===== src/rtl/tlex_pkg.sv =====
// Package for the token lexer: token kinds, error codes, scan modes,
// character codes, keyword table and the character class helpers.
// Depends on nothing; used by rtl/token_lexer.sv.
`default_nettype none

package tlex_pkg;

    localparam int DEF_OFFSET_BITS = 32;
    localparam int DEF_LENGTH_BITS = 16;
    localparam int KIND_W          = 5;
    localparam int ERR_W           = 3;
    localparam int TUSER_W         = KIND_W + 1;
    localparam int PREFIX_BITS     = 48;
    localparam int KW_COUNT        = 8;
    localparam int NUM_FLAGS       = 3;

    // Bit positions inside the number flags.
    localparam int FLAG_HAS_DOT    = 0;
    localparam int FLAG_LEAD_DOT   = 1;
    localparam int FLAG_LEAD_ZERO  = 2;

    typedef enum logic [KIND_W-1:0] {
        K_INT     = 5'd0,
        K_DOUBLE  = 5'd1,
        K_SCANF   = 5'd2,
        K_PRINTF  = 5'd3,
        K_IF      = 5'd4,
        K_THEN    = 5'd5,
        K_WHILE   = 5'd6,
        K_DO      = 5'd7,
        K_IDENT   = 5'd8,
        K_INTEGER = 5'd9,
        K_DECIMAL = 5'd10,
        K_REL     = 5'd11,
        K_LOGIC   = 5'd12,
        K_ASSIGN  = 5'd13,
        K_PLUS    = 5'd14,
        K_MINUS   = 5'd15,
        K_TIMES   = 5'd16,
        K_DIVIDE  = 5'd17,
        K_COMMA   = 5'd18,
        K_BRACKET = 5'd19,
        K_SEMI    = 5'd20,
        K_ERROR   = 5'd21,
        K_END     = 5'd22
    } kind_t;

    typedef enum logic [ERR_W-1:0] {
        E_NONE        = 3'd0,
        E_UNRECOG     = 3'd1,
        E_EXTRA_POINT = 3'd2,
        E_EDGE_POINT  = 3'd3,
        E_LEAD_ZERO   = 3'd4
    } err_t;

    typedef enum logic [3:0] {
        M_IDLE,
        M_SLASH,
        M_LINE,
        M_BLOCK,
        M_IDENT,
        M_NUM,
        M_DOT,
        M_OP,
        M_ERR
    } mode_t;

    localparam logic [7:0] CH_NL     = 8'h0A;
    localparam logic [7:0] CH_TAB    = 8'h09;
    localparam logic [7:0] CH_CR     = 8'h0D;
    localparam logic [7:0] CH_SPACE  = 8'h20;
    localparam logic [7:0] CH_BANG   = 8'h21;
    localparam logic [7:0] CH_AMP    = 8'h26;
    localparam logic [7:0] CH_LPAREN = 8'h28;
    localparam logic [7:0] CH_RPAREN = 8'h29;
    localparam logic [7:0] CH_STAR   = 8'h2A;
    localparam logic [7:0] CH_PLUS   = 8'h2B;
    localparam logic [7:0] CH_COMMA  = 8'h2C;
    localparam logic [7:0] CH_MINUS  = 8'h2D;
    localparam logic [7:0] CH_DOT    = 8'h2E;
    localparam logic [7:0] CH_SLASH  = 8'h2F;
    localparam logic [7:0] CH_ZERO   = 8'h30;
    localparam logic [7:0] CH_NINE   = 8'h39;
    localparam logic [7:0] CH_SEMI   = 8'h3B;
    localparam logic [7:0] CH_LT     = 8'h3C;
    localparam logic [7:0] CH_EQ     = 8'h3D;
    localparam logic [7:0] CH_GT     = 8'h3E;
    localparam logic [7:0] CH_UP_A   = 8'h41;
    localparam logic [7:0] CH_UP_Z   = 8'h5A;
    localparam logic [7:0] CH_LO_A   = 8'h61;
    localparam logic [7:0] CH_LO_Z   = 8'h7A;
    localparam logic [7:0] CH_LBRACE = 8'h7B;
    localparam logic [7:0] CH_BAR    = 8'h7C;
    localparam logic [7:0] CH_RBRACE = 8'h7D;

    // Keywords packed first byte highest, in kind order.
    localparam logic [PREFIX_BITS-1:0] KW_PREFIX [KW_COUNT] = '{
        48'h0000_0069_6E74,
        48'h646F_7562_6C65,
        48'h0073_6361_6E66,
        48'h7072_696E_7466,
        48'h0000_0000_6966,
        48'h0000_7468_656E,
        48'h0077_6869_6C65,
        48'h0000_0000_646F
    };
    localparam logic [2:0] KW_LEN [KW_COUNT] = '{
        3'd3, 3'd6, 3'd5, 3'd6, 3'd2, 3'd4, 3'd5, 3'd2
    };

    function automatic logic is_digit(input logic [7:0] c);
        return (c >= CH_ZERO) && (c <= CH_NINE);
    endfunction

    function automatic logic is_alpha(input logic [7:0] c);
        return ((c >= CH_LO_A) && (c <= CH_LO_Z)) || ((c >= CH_UP_A) && (c <= CH_UP_Z));
    endfunction

    function automatic logic is_space(input logic [7:0] c);
        return (c == CH_SPACE) || ((c >= CH_TAB) && (c <= CH_CR));
    endfunction

    // len3 is the identifier length, or 7 for anything longer than six.
    function automatic kind_t kw_kind(input logic [PREFIX_BITS-1:0] prefix,
                                      input logic [2:0] len3);
        kind_t kind;
        kind = K_IDENT;
        for (int k = KW_COUNT - 1; k >= 0; k--) begin
            if ((len3 == KW_LEN[k]) && (prefix == KW_PREFIX[k])) begin
                kind = kind_t'(KIND_W'(k));
            end
        end
        return kind;
    endfunction

    function automatic kind_t single_op_kind(input logic [7:0] p);
        kind_t kind;
        if (p == CH_EQ) begin
            kind = K_ASSIGN;
        end else if (p == CH_BANG) begin
            kind = K_LOGIC;
        end else begin
            kind = K_REL;
        end
        return kind;
    endfunction

endpackage

`default_nettype wire


===== src/rtl/token_lexer.sv =====
`default_nettype none
// Streaming lexer top level: input register, one-pass scan logic and a
// three-slot result register. Depends on rtl/tlex_pkg.sv.
//
// Usage: source bytes arrive on the s_ channel, one per request, with
// s_tlast on the final byte of a stream. Token events leave on the m_
// channel: kind and stream-done flag in m_tuser, error code, start offset
// and length in m_tdata, and m_tlast on the last event caused by one byte.
// A stream always closes with an end event, or with an error event after
// which the rest of the stream up to s_tlast is dropped silently.
// Path: a taken byte waits in the input register and is scanned from
// there; its events are registered in the result slots that drive m_tdata.
// Throughput: one byte per cycle while the result slots have room. A byte
// with events holds the slots until they drain, and a following byte with
// events waits for the last of them to leave; bytes that yield none keep
// flowing. The limit is the single-event output port draining the slots.
// Reset clears the scan state, the byte counter and all pending events.
// When the receiver stalls, events wait in the result slots and s_tready
// drops as soon as the input register holds a byte that needs a slot.

module token_lexer #(
    parameter int  OFFSET_BITS = tlex_pkg::DEF_OFFSET_BITS,
    parameter int  LENGTH_BITS = tlex_pkg::DEF_LENGTH_BITS,
    localparam int TDATA_W     = ((tlex_pkg::ERR_W + OFFSET_BITS + LENGTH_BITS + 7) / 8) * 8
) (
    input  wire logic                         aclk,
    input  wire logic                         aresetn,
    input  wire logic                         s_tvalid,
    output logic                              s_tready,
    input  wire logic [7:0]                   s_tdata,   // [7:0] data_byte
    input  wire logic                         s_tlast,   // end_of_input
    output logic                              m_tvalid,
    input  wire logic                         m_tready,
    // error_code, token_start, token_length, then zero fill
    output logic [TDATA_W-1:0]                m_tdata,
    output logic [tlex_pkg::TUSER_W-1:0]      m_tuser,   // token_kind, stream_done
    output logic                              m_tlast    // run_last
);
    import tlex_pkg::*;

    typedef struct packed {
        kind_t                  kind;
        err_t                   err;
        logic [OFFSET_BITS-1:0] start;
        logic [LENGTH_BITS-1:0] len;
        logic                   done;
    } res_t;

    function automatic res_t mk_res(input kind_t k, input err_t e,
                                    input logic [OFFSET_BITS-1:0] s,
                                    input logic [LENGTH_BITS-1:0] l, input logic d);
        res_t r;
        r.kind  = k;
        r.err   = e;
        r.start = s;
        r.len   = l;
        r.done  = d;
        return r;
    endfunction

    // Closing a number: edge point wins over leading zero.
    function automatic res_t num_result(input logic [NUM_FLAGS-1:0] fl, input logic [7:0] pc,
                                        input logic [OFFSET_BITS-1:0] st,
                                        input logic [LENGTH_BITS-1:0] ln);
        res_t r;
        r = mk_res(K_INTEGER, E_NONE, st, ln, 1'b0);
        if ((pc == CH_DOT) || fl[FLAG_LEAD_DOT]) begin
            r.kind = K_ERROR;
            r.err  = E_EDGE_POINT;
            r.done = 1'b1;
        end else if (fl[FLAG_LEAD_ZERO]) begin
            r.kind = K_ERROR;
            r.err  = E_LEAD_ZERO;
            r.done = 1'b1;
        end else if (fl[FLAG_HAS_DOT]) begin
            r.kind = K_DECIMAL;
        end
        return r;
    endfunction

    function automatic res_t ident_result(input logic [PREFIX_BITS-1:0] px,
                                          input logic [OFFSET_BITS-1:0] st,
                                          input logic [LENGTH_BITS-1:0] ln);
        logic [2:0] len3;
        len3 = (ln <= LENGTH_BITS'(6)) ? ln[2:0] : 3'd7;
        return mk_res(kw_kind(px, len3), E_NONE, st, ln, 1'b0);
    endfunction

    // Input register
    logic                   in_valid_reg;
    logic [7:0]             byte_reg;
    logic                   last_reg;

    // Scan state
    mode_t                  mode_reg, mode_next;
    logic [7:0]             pend_reg, pend_next;
    logic [OFFSET_BITS-1:0] start_reg, start_next;
    logic [LENGTH_BITS-1:0] len_reg, len_next;
    logic [PREFIX_BITS-1:0] prefix_reg, prefix_next;
    logic [NUM_FLAGS-1:0]   flags_reg, flags_next;
    logic                   star_reg, star_next;
    logic [OFFSET_BITS-1:0] pos_reg, pos_next;

    // Result slots; slot 0 drives the output port.
    res_t                   slot_reg [3];
    logic [1:0]             cnt_reg;

    res_t                   res_v [3];
    logic [1:0]             n_res;
    logic                   reproc;
    logic                   ev;
    res_t                   er;
    logic                   slots_free;
    logic                   step_go;
    logic                   load_slots;

    always_comb begin
        mode_next   = mode_reg;
        pend_next   = pend_reg;
        start_next  = start_reg;
        len_next    = len_reg;
        prefix_next = prefix_reg;
        flags_next  = flags_reg;
        star_next   = star_reg;
        pos_next    = pos_reg;
        res_v[0]    = '0;
        res_v[1]    = '0;
        res_v[2]    = '0;
        n_res       = 2'd0;
        reproc      = 1'b0;
        ev          = 1'b0;
        er          = '0;

        if (mode_reg == M_ERR) begin
            if (last_reg) begin
                mode_next   = M_IDLE;
                pend_next   = '0;
                start_next  = '0;
                len_next    = '0;
                prefix_next = '0;
                flags_next  = '0;
                star_next   = 1'b0;
                pos_next    = '0;
            end
        end else begin
            pos_next = pos_reg + OFFSET_BITS'(1);

            // Continue the token in progress with this byte.
            unique case (mode_reg)
                M_IDLE: begin
                    reproc = 1'b1;
                end
                M_SLASH: begin
                    if (byte_reg == CH_SLASH) begin
                        mode_next = M_LINE;
                    end else if (byte_reg == CH_STAR) begin
                        mode_next = M_BLOCK;
                        star_next = 1'b0;
                    end else begin
                        ev        = 1'b1;
                        er        = mk_res(K_DIVIDE, E_NONE, start_next, LENGTH_BITS'(1), 1'b0);
                        mode_next = M_IDLE;
                        reproc    = 1'b1;
                    end
                end
                M_LINE: begin
                    if (byte_reg == CH_NL) begin
                        mode_next = M_IDLE;
                    end
                end
                M_BLOCK: begin
                    if (star_reg && (byte_reg == CH_SLASH)) begin
                        mode_next = M_IDLE;
                        star_next = 1'b0;
                    end else begin
                        star_next = (byte_reg == CH_STAR);
                    end
                end
                M_IDENT: begin
                    if (is_alpha(byte_reg) || is_digit(byte_reg)) begin
                        if (len_next < LENGTH_BITS'(6)) begin
                            prefix_next = {prefix_next[PREFIX_BITS-9:0], byte_reg};
                        end
                        if (len_next != '1) begin
                            len_next = len_next + LENGTH_BITS'(1);
                        end
                    end else begin
                        ev        = 1'b1;
                        er        = ident_result(prefix_next, start_next, len_next);
                        mode_next = M_IDLE;
                        reproc    = 1'b1;
                    end
                end
                M_NUM: begin
                    if (is_digit(byte_reg)) begin
                        if (!flags_next[FLAG_HAS_DOT] && (len_next == LENGTH_BITS'(1))
                                && (pend_next == CH_ZERO)) begin
                            flags_next[FLAG_LEAD_ZERO] = 1'b1;
                        end
                        if (len_next != '1) begin
                            len_next = len_next + LENGTH_BITS'(1);
                        end
                        pend_next = byte_reg;
                    end else if (byte_reg == CH_DOT) begin
                        if (len_next != '1) begin
                            len_next = len_next + LENGTH_BITS'(1);
                        end
                        if (flags_next[FLAG_HAS_DOT]) begin
                            ev        = 1'b1;
                            er        = mk_res(K_ERROR, E_EXTRA_POINT, start_next, len_next, 1'b1);
                            mode_next = M_ERR;
                        end else begin
                            flags_next[FLAG_HAS_DOT] = 1'b1;
                            pend_next                = byte_reg;
                        end
                    end else begin
                        ev        = 1'b1;
                        er        = num_result(flags_next, pend_next, start_next, len_next);
                        mode_next = (er.kind == K_ERROR) ? M_ERR : M_IDLE;
                        reproc    = (mode_next == M_IDLE);
                    end
                end
                M_DOT: begin
                    if (is_digit(byte_reg)) begin
                        mode_next  = M_NUM;
                        flags_next = '0;
                        flags_next[FLAG_HAS_DOT]  = 1'b1;
                        flags_next[FLAG_LEAD_DOT] = 1'b1;
                        len_next   = LENGTH_BITS'(2);
                        pend_next  = byte_reg;
                    end else begin
                        ev        = 1'b1;
                        er        = mk_res(K_ERROR, E_UNRECOG, start_next, LENGTH_BITS'(1), 1'b1);
                        mode_next = M_ERR;
                    end
                end
                M_OP: begin
                    if (((pend_next == CH_EQ) || (pend_next == CH_GT) || (pend_next == CH_LT)
                            || (pend_next == CH_BANG)) && (byte_reg == CH_EQ)) begin
                        ev        = 1'b1;
                        er        = mk_res(K_REL, E_NONE, start_next, LENGTH_BITS'(2), 1'b0);
                        mode_next = M_IDLE;
                    end else if (((pend_next == CH_AMP) || (pend_next == CH_BAR))
                            && (byte_reg == pend_next)) begin
                        ev        = 1'b1;
                        er        = mk_res(K_LOGIC, E_NONE, start_next, LENGTH_BITS'(2), 1'b0);
                        mode_next = M_IDLE;
                    end else if ((pend_next == CH_AMP) || (pend_next == CH_BAR)) begin
                        ev        = 1'b1;
                        er        = mk_res(K_ERROR, E_UNRECOG, start_next, LENGTH_BITS'(1), 1'b1);
                        mode_next = M_ERR;
                    end else begin
                        ev        = 1'b1;
                        er        = mk_res(single_op_kind(pend_next), E_NONE, start_next,
                                           LENGTH_BITS'(1), 1'b0);
                        mode_next = M_IDLE;
                        reproc    = 1'b1;
                    end
                end
                default: begin
                    mode_next = M_IDLE;
                    reproc    = 1'b1;
                end
            endcase
            if (ev && (n_res != 2'd3)) begin
                res_v[n_res] = er;
                n_res        = n_res + 2'd1;
            end
            ev = 1'b0;

            // A byte that ended the previous token may open the next one.
            if (reproc && (mode_next == M_IDLE)) begin
                start_next = pos_reg;
                if (is_space(byte_reg)) begin
                    mode_next = M_IDLE;
                end else if (is_alpha(byte_reg)) begin
                    mode_next   = M_IDENT;
                    len_next    = LENGTH_BITS'(1);
                    prefix_next = PREFIX_BITS'(byte_reg);
                end else if (is_digit(byte_reg)) begin
                    mode_next  = M_NUM;
                    len_next   = LENGTH_BITS'(1);
                    flags_next = '0;
                    pend_next  = byte_reg;
                end else begin
                    case (byte_reg) inside
                        CH_SLASH: begin
                            mode_next = M_SLASH;
                        end
                        CH_DOT: begin
                            mode_next = M_DOT;
                        end
                        CH_EQ, CH_GT, CH_LT, CH_BANG, CH_AMP, CH_BAR: begin
                            mode_next = M_OP;
                            pend_next = byte_reg;
                        end
                        CH_PLUS: begin
                            ev = 1'b1;
                            er = mk_res(K_PLUS, E_NONE, pos_reg, LENGTH_BITS'(1), 1'b0);
                        end
                        CH_MINUS: begin
                            ev = 1'b1;
                            er = mk_res(K_MINUS, E_NONE, pos_reg, LENGTH_BITS'(1), 1'b0);
                        end
                        CH_STAR: begin
                            ev = 1'b1;
                            er = mk_res(K_TIMES, E_NONE, pos_reg, LENGTH_BITS'(1), 1'b0);
                        end
                        CH_COMMA: begin
                            ev = 1'b1;
                            er = mk_res(K_COMMA, E_NONE, pos_reg, LENGTH_BITS'(1), 1'b0);
                        end
                        CH_LPAREN, CH_RPAREN, CH_LBRACE, CH_RBRACE: begin
                            ev = 1'b1;
                            er = mk_res(K_BRACKET, E_NONE, pos_reg, LENGTH_BITS'(1), 1'b0);
                        end
                        CH_SEMI: begin
                            ev = 1'b1;
                            er = mk_res(K_SEMI, E_NONE, pos_reg, LENGTH_BITS'(1), 1'b0);
                        end
                        default: begin
                            ev        = 1'b1;
                            er        = mk_res(K_ERROR, E_UNRECOG, pos_reg, LENGTH_BITS'(1), 1'b1);
                            mode_next = M_ERR;
                        end
                    endcase
                end
            end
            if (ev && (n_res != 2'd3)) begin
                res_v[n_res] = er;
                n_res        = n_res + 2'd1;
            end
            ev = 1'b0;

            if (last_reg) begin
                // Flush whatever token is still open; open comments vanish.
                unique case (mode_next)
                    M_SLASH: begin
                        ev = 1'b1;
                        er = mk_res(K_DIVIDE, E_NONE, start_next, LENGTH_BITS'(1), 1'b0);
                    end
                    M_IDENT: begin
                        ev        = 1'b1;
                        er        = ident_result(prefix_next, start_next, len_next);
                        mode_next = M_IDLE;
                    end
                    M_NUM: begin
                        ev        = 1'b1;
                        er        = num_result(flags_next, pend_next, start_next, len_next);
                        mode_next = (er.kind == K_ERROR) ? M_ERR : M_IDLE;
                    end
                    M_DOT: begin
                        ev        = 1'b1;
                        er        = mk_res(K_ERROR, E_UNRECOG, start_next, LENGTH_BITS'(1), 1'b1);
                        mode_next = M_ERR;
                    end
                    M_OP: begin
                        ev = 1'b1;
                        if ((pend_next == CH_AMP) || (pend_next == CH_BAR)) begin
                            er        = mk_res(K_ERROR, E_UNRECOG, start_next,
                                               LENGTH_BITS'(1), 1'b1);
                            mode_next = M_ERR;
                        end else begin
                            er = mk_res(single_op_kind(pend_next), E_NONE, start_next,
                                        LENGTH_BITS'(1), 1'b0);
                        end
                    end
                    default: begin
                        ev = 1'b0;
                    end
                endcase
                if (ev && (n_res != 2'd3)) begin
                    res_v[n_res] = er;
                    n_res        = n_res + 2'd1;
                end
                ev = 1'b0;

                if (mode_next != M_ERR) begin
                    ev = 1'b1;
                    er = mk_res(K_END, E_NONE, pos_next, '0, 1'b1);
                end
                if (ev && (n_res != 2'd3)) begin
                    res_v[n_res] = er;
                    n_res        = n_res + 2'd1;
                end

                mode_next   = M_IDLE;
                pend_next   = '0;
                start_next  = '0;
                len_next    = '0;
                prefix_next = '0;
                flags_next  = '0;
                star_next   = 1'b0;
                pos_next    = '0;
            end
        end
    end

    // The slots take a new set of events once the last waiting one leaves.
    assign slots_free = (cnt_reg == 2'd0) || ((cnt_reg == 2'd1) && m_tready);
    assign step_go    = in_valid_reg && ((n_res == 2'd0) || slots_free);
    assign load_slots = step_go && (n_res != 2'd0);
    assign s_tready   = !in_valid_reg || step_go;

    always_ff @(posedge aclk) begin
        if (!aresetn) begin
            in_valid_reg <= 1'b0;
        end else if (s_tready) begin
            in_valid_reg <= s_tvalid;
        end
        if (s_tvalid && s_tready) begin
            byte_reg <= s_tdata;
            last_reg <= s_tlast;
        end
    end

    always_ff @(posedge aclk) begin
        if (!aresetn) begin
            mode_reg   <= M_IDLE;
            pend_reg   <= '0;
            start_reg  <= '0;
            len_reg    <= '0;
            prefix_reg <= '0;
            flags_reg  <= '0;
            star_reg   <= 1'b0;
            pos_reg    <= '0;
        end else if (step_go) begin
            mode_reg   <= mode_next;
            pend_reg   <= pend_next;
            start_reg  <= start_next;
            len_reg    <= len_next;
            prefix_reg <= prefix_next;
            flags_reg  <= flags_next;
            star_reg   <= star_next;
            pos_reg    <= pos_next;
        end
    end

    always_ff @(posedge aclk) begin
        if (!aresetn) begin
            cnt_reg <= 2'd0;
        end else if (load_slots) begin
            cnt_reg <= n_res;
        end else if (m_tvalid && m_tready) begin
            cnt_reg <= cnt_reg - 2'd1;
        end
        if (load_slots) begin
            slot_reg[0] <= res_v[0];
            slot_reg[1] <= res_v[1];
            slot_reg[2] <= res_v[2];
        end else if (m_tvalid && m_tready) begin
            slot_reg[0] <= slot_reg[1];
            slot_reg[1] <= slot_reg[2];
        end
    end

    assign m_tvalid = (cnt_reg != 2'd0);
    assign m_tlast  = (cnt_reg == 2'd1);
    assign m_tuser  = {slot_reg[0].done, slot_reg[0].kind};
    assign m_tdata  = TDATA_W'({slot_reg[0].len, slot_reg[0].start, slot_reg[0].err});

    // An event that closes a stream is always the last one of its byte.
    assert property (@(posedge aclk) disable iff (!aresetn)
        m_tvalid && slot_reg[0].done |-> m_tlast)
        else $error("stream close event is not the last event of its byte");

    // Error code is set exactly on error events.
    assert property (@(posedge aclk) disable iff (!aresetn)
        m_tvalid |-> ((slot_reg[0].kind == K_ERROR) == (slot_reg[0].err != E_NONE)))
        else $error("error code does not match event kind");

    // Bytes after an error produce nothing.
    assert property (@(posedge aclk) disable iff (!aresetn)
        step_go && (mode_reg == M_ERR) |-> (n_res == 2'd0))
        else $error("event produced while dropping a failed stream");

    // End of input always leaves the scanner fresh for the next stream.
    assert property (@(posedge aclk) disable iff (!aresetn)
        step_go && last_reg |=> (mode_reg == M_IDLE) && (pos_reg == '0))
        else $error("scanner not reset after end of input");

endmodule

`default_nettype wire

===== config.mk =====
export PLATFORM = sky130hd
export DESIGN_NAME = token_lexer
export DESIGN_NICKNAME = d
export VERILOG_FILES = /design/src/rtl/tlex_pkg.sv /design/src/rtl/token_lexer.sv
export SDC_FILE = /design/constraint.sdc
export NUM_CORES = 1
export LEC_CHECK = 0
export ABC_CLOCK_PERIOD_IN_PS = 18310
export BUFFER_PORTS_ARGS = -buffer_cell sky130_fd_sc_hd__buf_2
export CORE_ASPECT_RATIO = 1.75
export CORE_MARGIN = 2
export CORE_UTILIZATION = 64
export DETAILED_ROUTE_END_ITERATION = 7
export GPL_TIMING_DRIVEN = 0
export PLACE_DENSITY = 0.93
export SLEW_MARGIN = 20
export SYNTH_ARGS = -nofsm -noshare
export SYNTH_HDL_FRONTEND = slang
export SYNTH_SLANG_ARGS = --single-unit

===== constraint.sdc =====
create_clock -name aclk -period 18.31 [get_ports aclk]
set_input_delay 5.493 -clock aclk [delete_from_list [all_inputs] [get_ports aclk]]
set_output_delay 5.493 -clock aclk [all_outputs]
set_load 0.005 [all_outputs]

==> results of run 1 <==
## cells by family after synthesis
kind of cell / count (synthesis)
xor gates and xnor gates: 44
muxes: 143
other: 1
and+or+nand+nor: 887
buffers and inverters: 354
adders and majority gates: 14
AOI/OAI and AO/OA: 792
DFF: 327
## stage by stage
step                hold WS [ns]   util
floorplan                  0.433      -
global placement           0.480  0.675
detailed placement         0.487  0.681
CTS                        0.506  0.710
## per-layer routing
metal,track usage,GRT overflow
met1,0.549,0
met2,0.847,9
met3,0.323,0
met4,0.623,6
met5,0.0351,0
## synth_stat cells, types with 65 or more instances
library cell,number
nand3_1,100
a22oi_1,71
a22o_1,102
o21ai_0,133
nor3_1,77
nor2_1,192
edfxtp_1,180
nand2_1,229
buf_4,65
clkbuf_1,176
dfxtp_1,147
a21oi_1,166
==> results.sh, run 1 <==
export IMPL_synthXorXnorAreaFrac=0.0173
export IMPL_cts_resized=0
export IMPL_clkSinkCount=327
export IMPL_die_y_um=251
export IMPL_cts_htree_levels=1
export IMPL_portBuffers=72
export IMPL_initial_utilization=0.647
export IMPL_async_reset_ff_frac=0
export IMPL_synth_area_leaders="edfxtp_1 (24%), dfxtp_1 (13%), a22o_1 (4.0%)"
export IMPL_post_cts_buffers=0
export IMPL_yosys_warnings=0
export IMPL_synthMuxAreaShare=0.0708
export IMPL_grt_overflow_total=15
export IMPL_synthCells=2562
export IMPL_num_io_pins=78
export IMPL_yosysTopAreaCell="edfxtp_1"
export IMPL_synth_top_area_share=0.242
export IMPL_cts_made_buffers=30
export IMPL_place_hpwl_mm=72.7
export IMPL_synth_seq_area_share=0.374
export IMPL_yosys_area_share_adder=0.00775
export IMPL_syn_cell_area_mm2=0.0223
export IMPL_synth_distinct_cells=107
export IMPL_cts_root_buffer="clkbuf_16"
export IMPL_dp_slack_ns=5.54
export IMPL_lastStage="5_1_grt"
export IMPL_place_area_mm2=0.0235
export IMPL_status="stopped before the end"
export IMPL_synth_area_per_cell_um2=8.70
export IMPL_cts_hold_buf=0
export IMPL_die_w_um=145
export IMPL_firstError="[ERROR GRT-0116] Global routing finished with congestion. Check the congestion regions in the DRC Viewer."
export IMPL_cts_buffer_depth=3
export IMPL_synth_top_family_by_area="compound AO/OA/AOI/OAI gates"
export IMPL_synth_edf_count=180
export IMPL_grt_pass1_vias=25255
export IMPL_rows=90
export IMPL_grt_max_degree=27
export IMPL_synth_compound_area_frac=0.249
export IMPL_dp_cells=3105
export IMPL_synth_seq_cells=327
export IMPL_synthFlopType="edfxtp_1"
export IMPL_yosys_area_share_simple=0.203
export IMPL_grt_first_pass_wirelength_mm=161
export IMPL_gp_congestion=1.18
export IMPL_grt_usage=0.581
==> run 2: changes to the inputs <==
--- a/config.mk
+++ b/config.mk
@@ -7,12 +7,11 @@
 export LEC_CHECK = 0
 export ABC_CLOCK_PERIOD_IN_PS = 18310
 export BUFFER_PORTS_ARGS = -buffer_cell sky130_fd_sc_hd__buf_2
-export CORE_ASPECT_RATIO = 1.75
 export CORE_MARGIN = 2
-export CORE_UTILIZATION = 64
+export CORE_UTILIZATION = 40
 export DETAILED_ROUTE_END_ITERATION = 7
 export GPL_TIMING_DRIVEN = 0
-export PLACE_DENSITY = 0.93
+export PLACE_DENSITY_LB_ADDON = 0.15
 export SLEW_MARGIN = 20
 export SYNTH_ARGS = -nofsm -noshare
 export SYNTH_HDL_FRONTEND = slang
==> run 2 against run 1 <==
The run now ends clean. Area after synthesis unchanged. Synthesized cell count stayed put.
==> results.sh, run 2 <==
export IMPL_drtPass1Iterations=6
export IMPL_dr_total_vias=22894
export IMPL_yosys_warnings=0
export IMPL_critPathCaptureType="primary output"
export IMPL_fill_cells=5489
export IMPL_synthCells=2562
export IMPL_yosysMostFrequentCell="nand2_1"
export IMPL_dp_slack_ns=4.84
export IMPL_synth_top_area_share=0.242
export IMPL_clkSinkCount=327
export IMPL_final_nets=2714
export IMPL_cap_violations=0
export IMPL_syn_cell_area_mm2=0.0223
export IMPL_power_leakage_nw=8.77
export IMPL_finish_instance_area_mm2=0.0252
export IMPL_cts_root_buffer="clkbuf_16"
export IMPL_vdd_drop_max_v=0.0000695
export IMPL_synth_edf_count=180
export IMPL_final_cell_mix="nand2_1 (229), nor2_1 (192), clkbuf_1 (183), edfxtp_1 (180), a21oi_1 (165)"
export IMPL_cts_tree="yes"
export IMPL_grt_max_degree=25
export IMPL_place_area_mm2=0.0239
export IMPL_worstSkewPairLatency_ns=0.59
export IMPL_area_growth_pct=12.9
export IMPL_start_kind="register"
export IMPL_grt_first_pass_wirelength_mm=144
export IMPL_drt_total_wl_mm=98.8
export IMPL_cp_cell_sequence="buf_2 -> nor2b_1 -> nand2_1 -> nor3_4 -> a211o_1 -> buf_4 -> buf_6 -> buf_2 -> and3_1 -> clkbuf_1 -> clkbuf_1 -> ha_1 -> or3b_1 -> o21ai_2 -> inv_1 -> ha_1 -> a31oi_1 -> nand2_1 -> a21oi_2 -> buf_2 -> buf_2 -> nand2_1 -> buf_2"
export IMPL_cts_buffer_depth=3
export IMPL_initial_utilization=0.405
export IMPL_synth_seq_cells=327
export IMPL_crit_path_max_incr_delay_ns=0.74
export IMPL_slew_violations=0
export IMPL_antenna_found_initial=3
export IMPL_die_area_mm2=0.0576
export IMPL_portBuffers=72
export IMPL_synthFlopType="edfxtp_1"
export IMPL_place_hpwl_mm=74.4
export IMPL_viasPerCell=6.60
export IMPL_wl_per_cell_um=28.5
export IMPL_rows=86
export IMPL_synth_distinct_cells=107
export IMPL_fin_hold_ws_ns=0.506
export IMPL_grt_usage=0.336
export IMPL_async_reset_ff_frac=0
export IMPL_crit_required_ns=12.82
export IMPL_post_cts_buffers=0
export IMPL_period_share=0.798
export IMPL_crit_slowest_cell="a21oi_2"
export IMPL_die_w_um=240
export IMPL_seq_area_mm2=0.00835
export IMPL_crit_top_cell="buf_2"
export IMPL_path_class="reg -> out"
export IMPL_largest_register_ffs=171
export IMPL_drc_errors=0
export IMPL_num_io_pins=78
export IMPL_gp_congestion=1.04
export IMPL_finalPower_mw=2.84
export IMPL_grt_overflow_total=0
export IMPL_rsz0062_at_grt="no"
export IMPL_cp_max_fo=11
export IMPL_final_common_cell="nand2_1"
export IMPL_setup_ws_ns=3.69
export IMPL_slew_headroom=0.235
export IMPL_finalSetupViolations=0
export IMPL_clkTransAtPathRegs_ns=0.07
export IMPL_cts_made_buffers=40
export IMPL_synth_area_leaders="edfxtp_1 (24%), dfxtp_1 (13%), a22o_1 (4.0%)"
export IMPL_timing_fmax_mhz=68.4
export IMPL_cts_resized=0
export IMPL_finalHoldViolations=0
export IMPL_arrival_ns=9.13
export IMPL_timing_setup_tns_ns=0
export IMPL_synth_seq_area_share=0.374
export IMPL_drtIter0Drc=3390
export IMPL_cts_hold_buf=0
export IMPL_cts_htree_levels=2
export IMPL_fin_crit_ns=14.62
export IMPL_p_per_area_mw_per_mm2=113
export IMPL_holdCritPathClass="reg -> reg"
export IMPL_synth_area_per_cell_um2=8.70
export IMPL_postRouteAntennaNets=0
export IMPL_layout_drive_gt1_share=0.144
export IMPL_multi_input_area_mm2=0.0123
export IMPL_worst_slew_pin_slew_ns=1.14
export IMPL_synth_common_cells="nand2_1 (229), nor2_1 (192), edfxtp_1 (180)"
export IMPL_core_mm2=0.0551
export IMPL_grt_pass1_vias=21038
export IMPL_status="complete, no violations"
export IMPL_die_y_um=240
export IMPL_clock_skew_ns=0.0226
export IMPL_yosysTopAreaCell="edfxtp_1"
## run 2: cell counts after synthesis
Identical to the previous run, type by type.
## run 2: worst max-delay path, delay by kind of cell, from the launching register on
kind | cells | cell delay [ns]
DFF | 1 | 0.35
AOI/OAI and AO/OA | 4 | 1.61
and+or+nand+nor | 7 | 2.67
buffers and inverters | 10 | 3.11
adders and majority gates | 2 | 0.76
## run 2: where the power goes
| group | internal (mW) | leakage, nW | switching [mW] | total [mW] |
|---|---|---|---|---|
| clock | 0.458 | 0.629 | 0.348 | 0.806 |
| sequential | 0.977 | 2.91 | 0.0364 | 1.01 |
| combinational | 0.362 | 5.24 | 0.655 | 1.02 |
## run 2: layout make-up
class	instances	share of cell area
clock inverters	25	0.00960
multi-input cells	1885	0.488
clock buffers	48	0.0418
flip-flops and latches	327	0.332
well taps	748	0.0372
repair buffers	80	0.0231
plain buffers	315	0.0628
diodes	1	0.0000995
inverters	39	0.00582
## run 2: through the flow
step                instances   util
floorplan                2566      -
global placement         3386  0.428
detailed placement       3394  0.433
CTS                      3467  0.456
global route             3467  0.457
finish                   3468  0.457
## run 2: path summary, 6_finish.rpt
check,startpoint,endpoint,slack [ns],cells past startpoint
hold reg to reg,start_reg[6]$_SDFFE_PN0P_,start_reg[6]$_SDFFE_PN0P_,0.51,1
hold / removal,start_reg[6]$_SDFFE_PN0P_,start_reg[6]$_SDFFE_PN0P_,0.51,1
setup reg to reg,mode_reg[2]$_SDFFE_PN0P_,byte_reg[6]$_DFFE_PP_,9.32,23
setup / recovery,mode_reg[2]$_SDFFE_PN0P_,s_tready,3.69,23
## run 2: logic make-up (layout without fill, tap and decap cells)
kind of cell / Yosys count / count (layout) / synth area share
AOI/OAI and AO/OA: 792 / 792 / 0.249
buffers and inverters: 354 / 507 / 0.0774
xor gates and xnor gates: 44 / 44 / 0.0173
and+or+nand+nor: 887 / 887 / 0.203
muxes: 143 / 143 / 0.0708
adders and majority gates: 14 / 14 / 0.00775
other: 1 / 6 / 0.000168
DFF: 327 / 327 / 0.374
## run 2: layer usage
metal	track usage	routed length (um)
met4	0.107	3100
met3	0.0858	12100
met1	0.504	44000
met2	0.465	39600
met5	0	27
(Power assumes the default switching activity.)
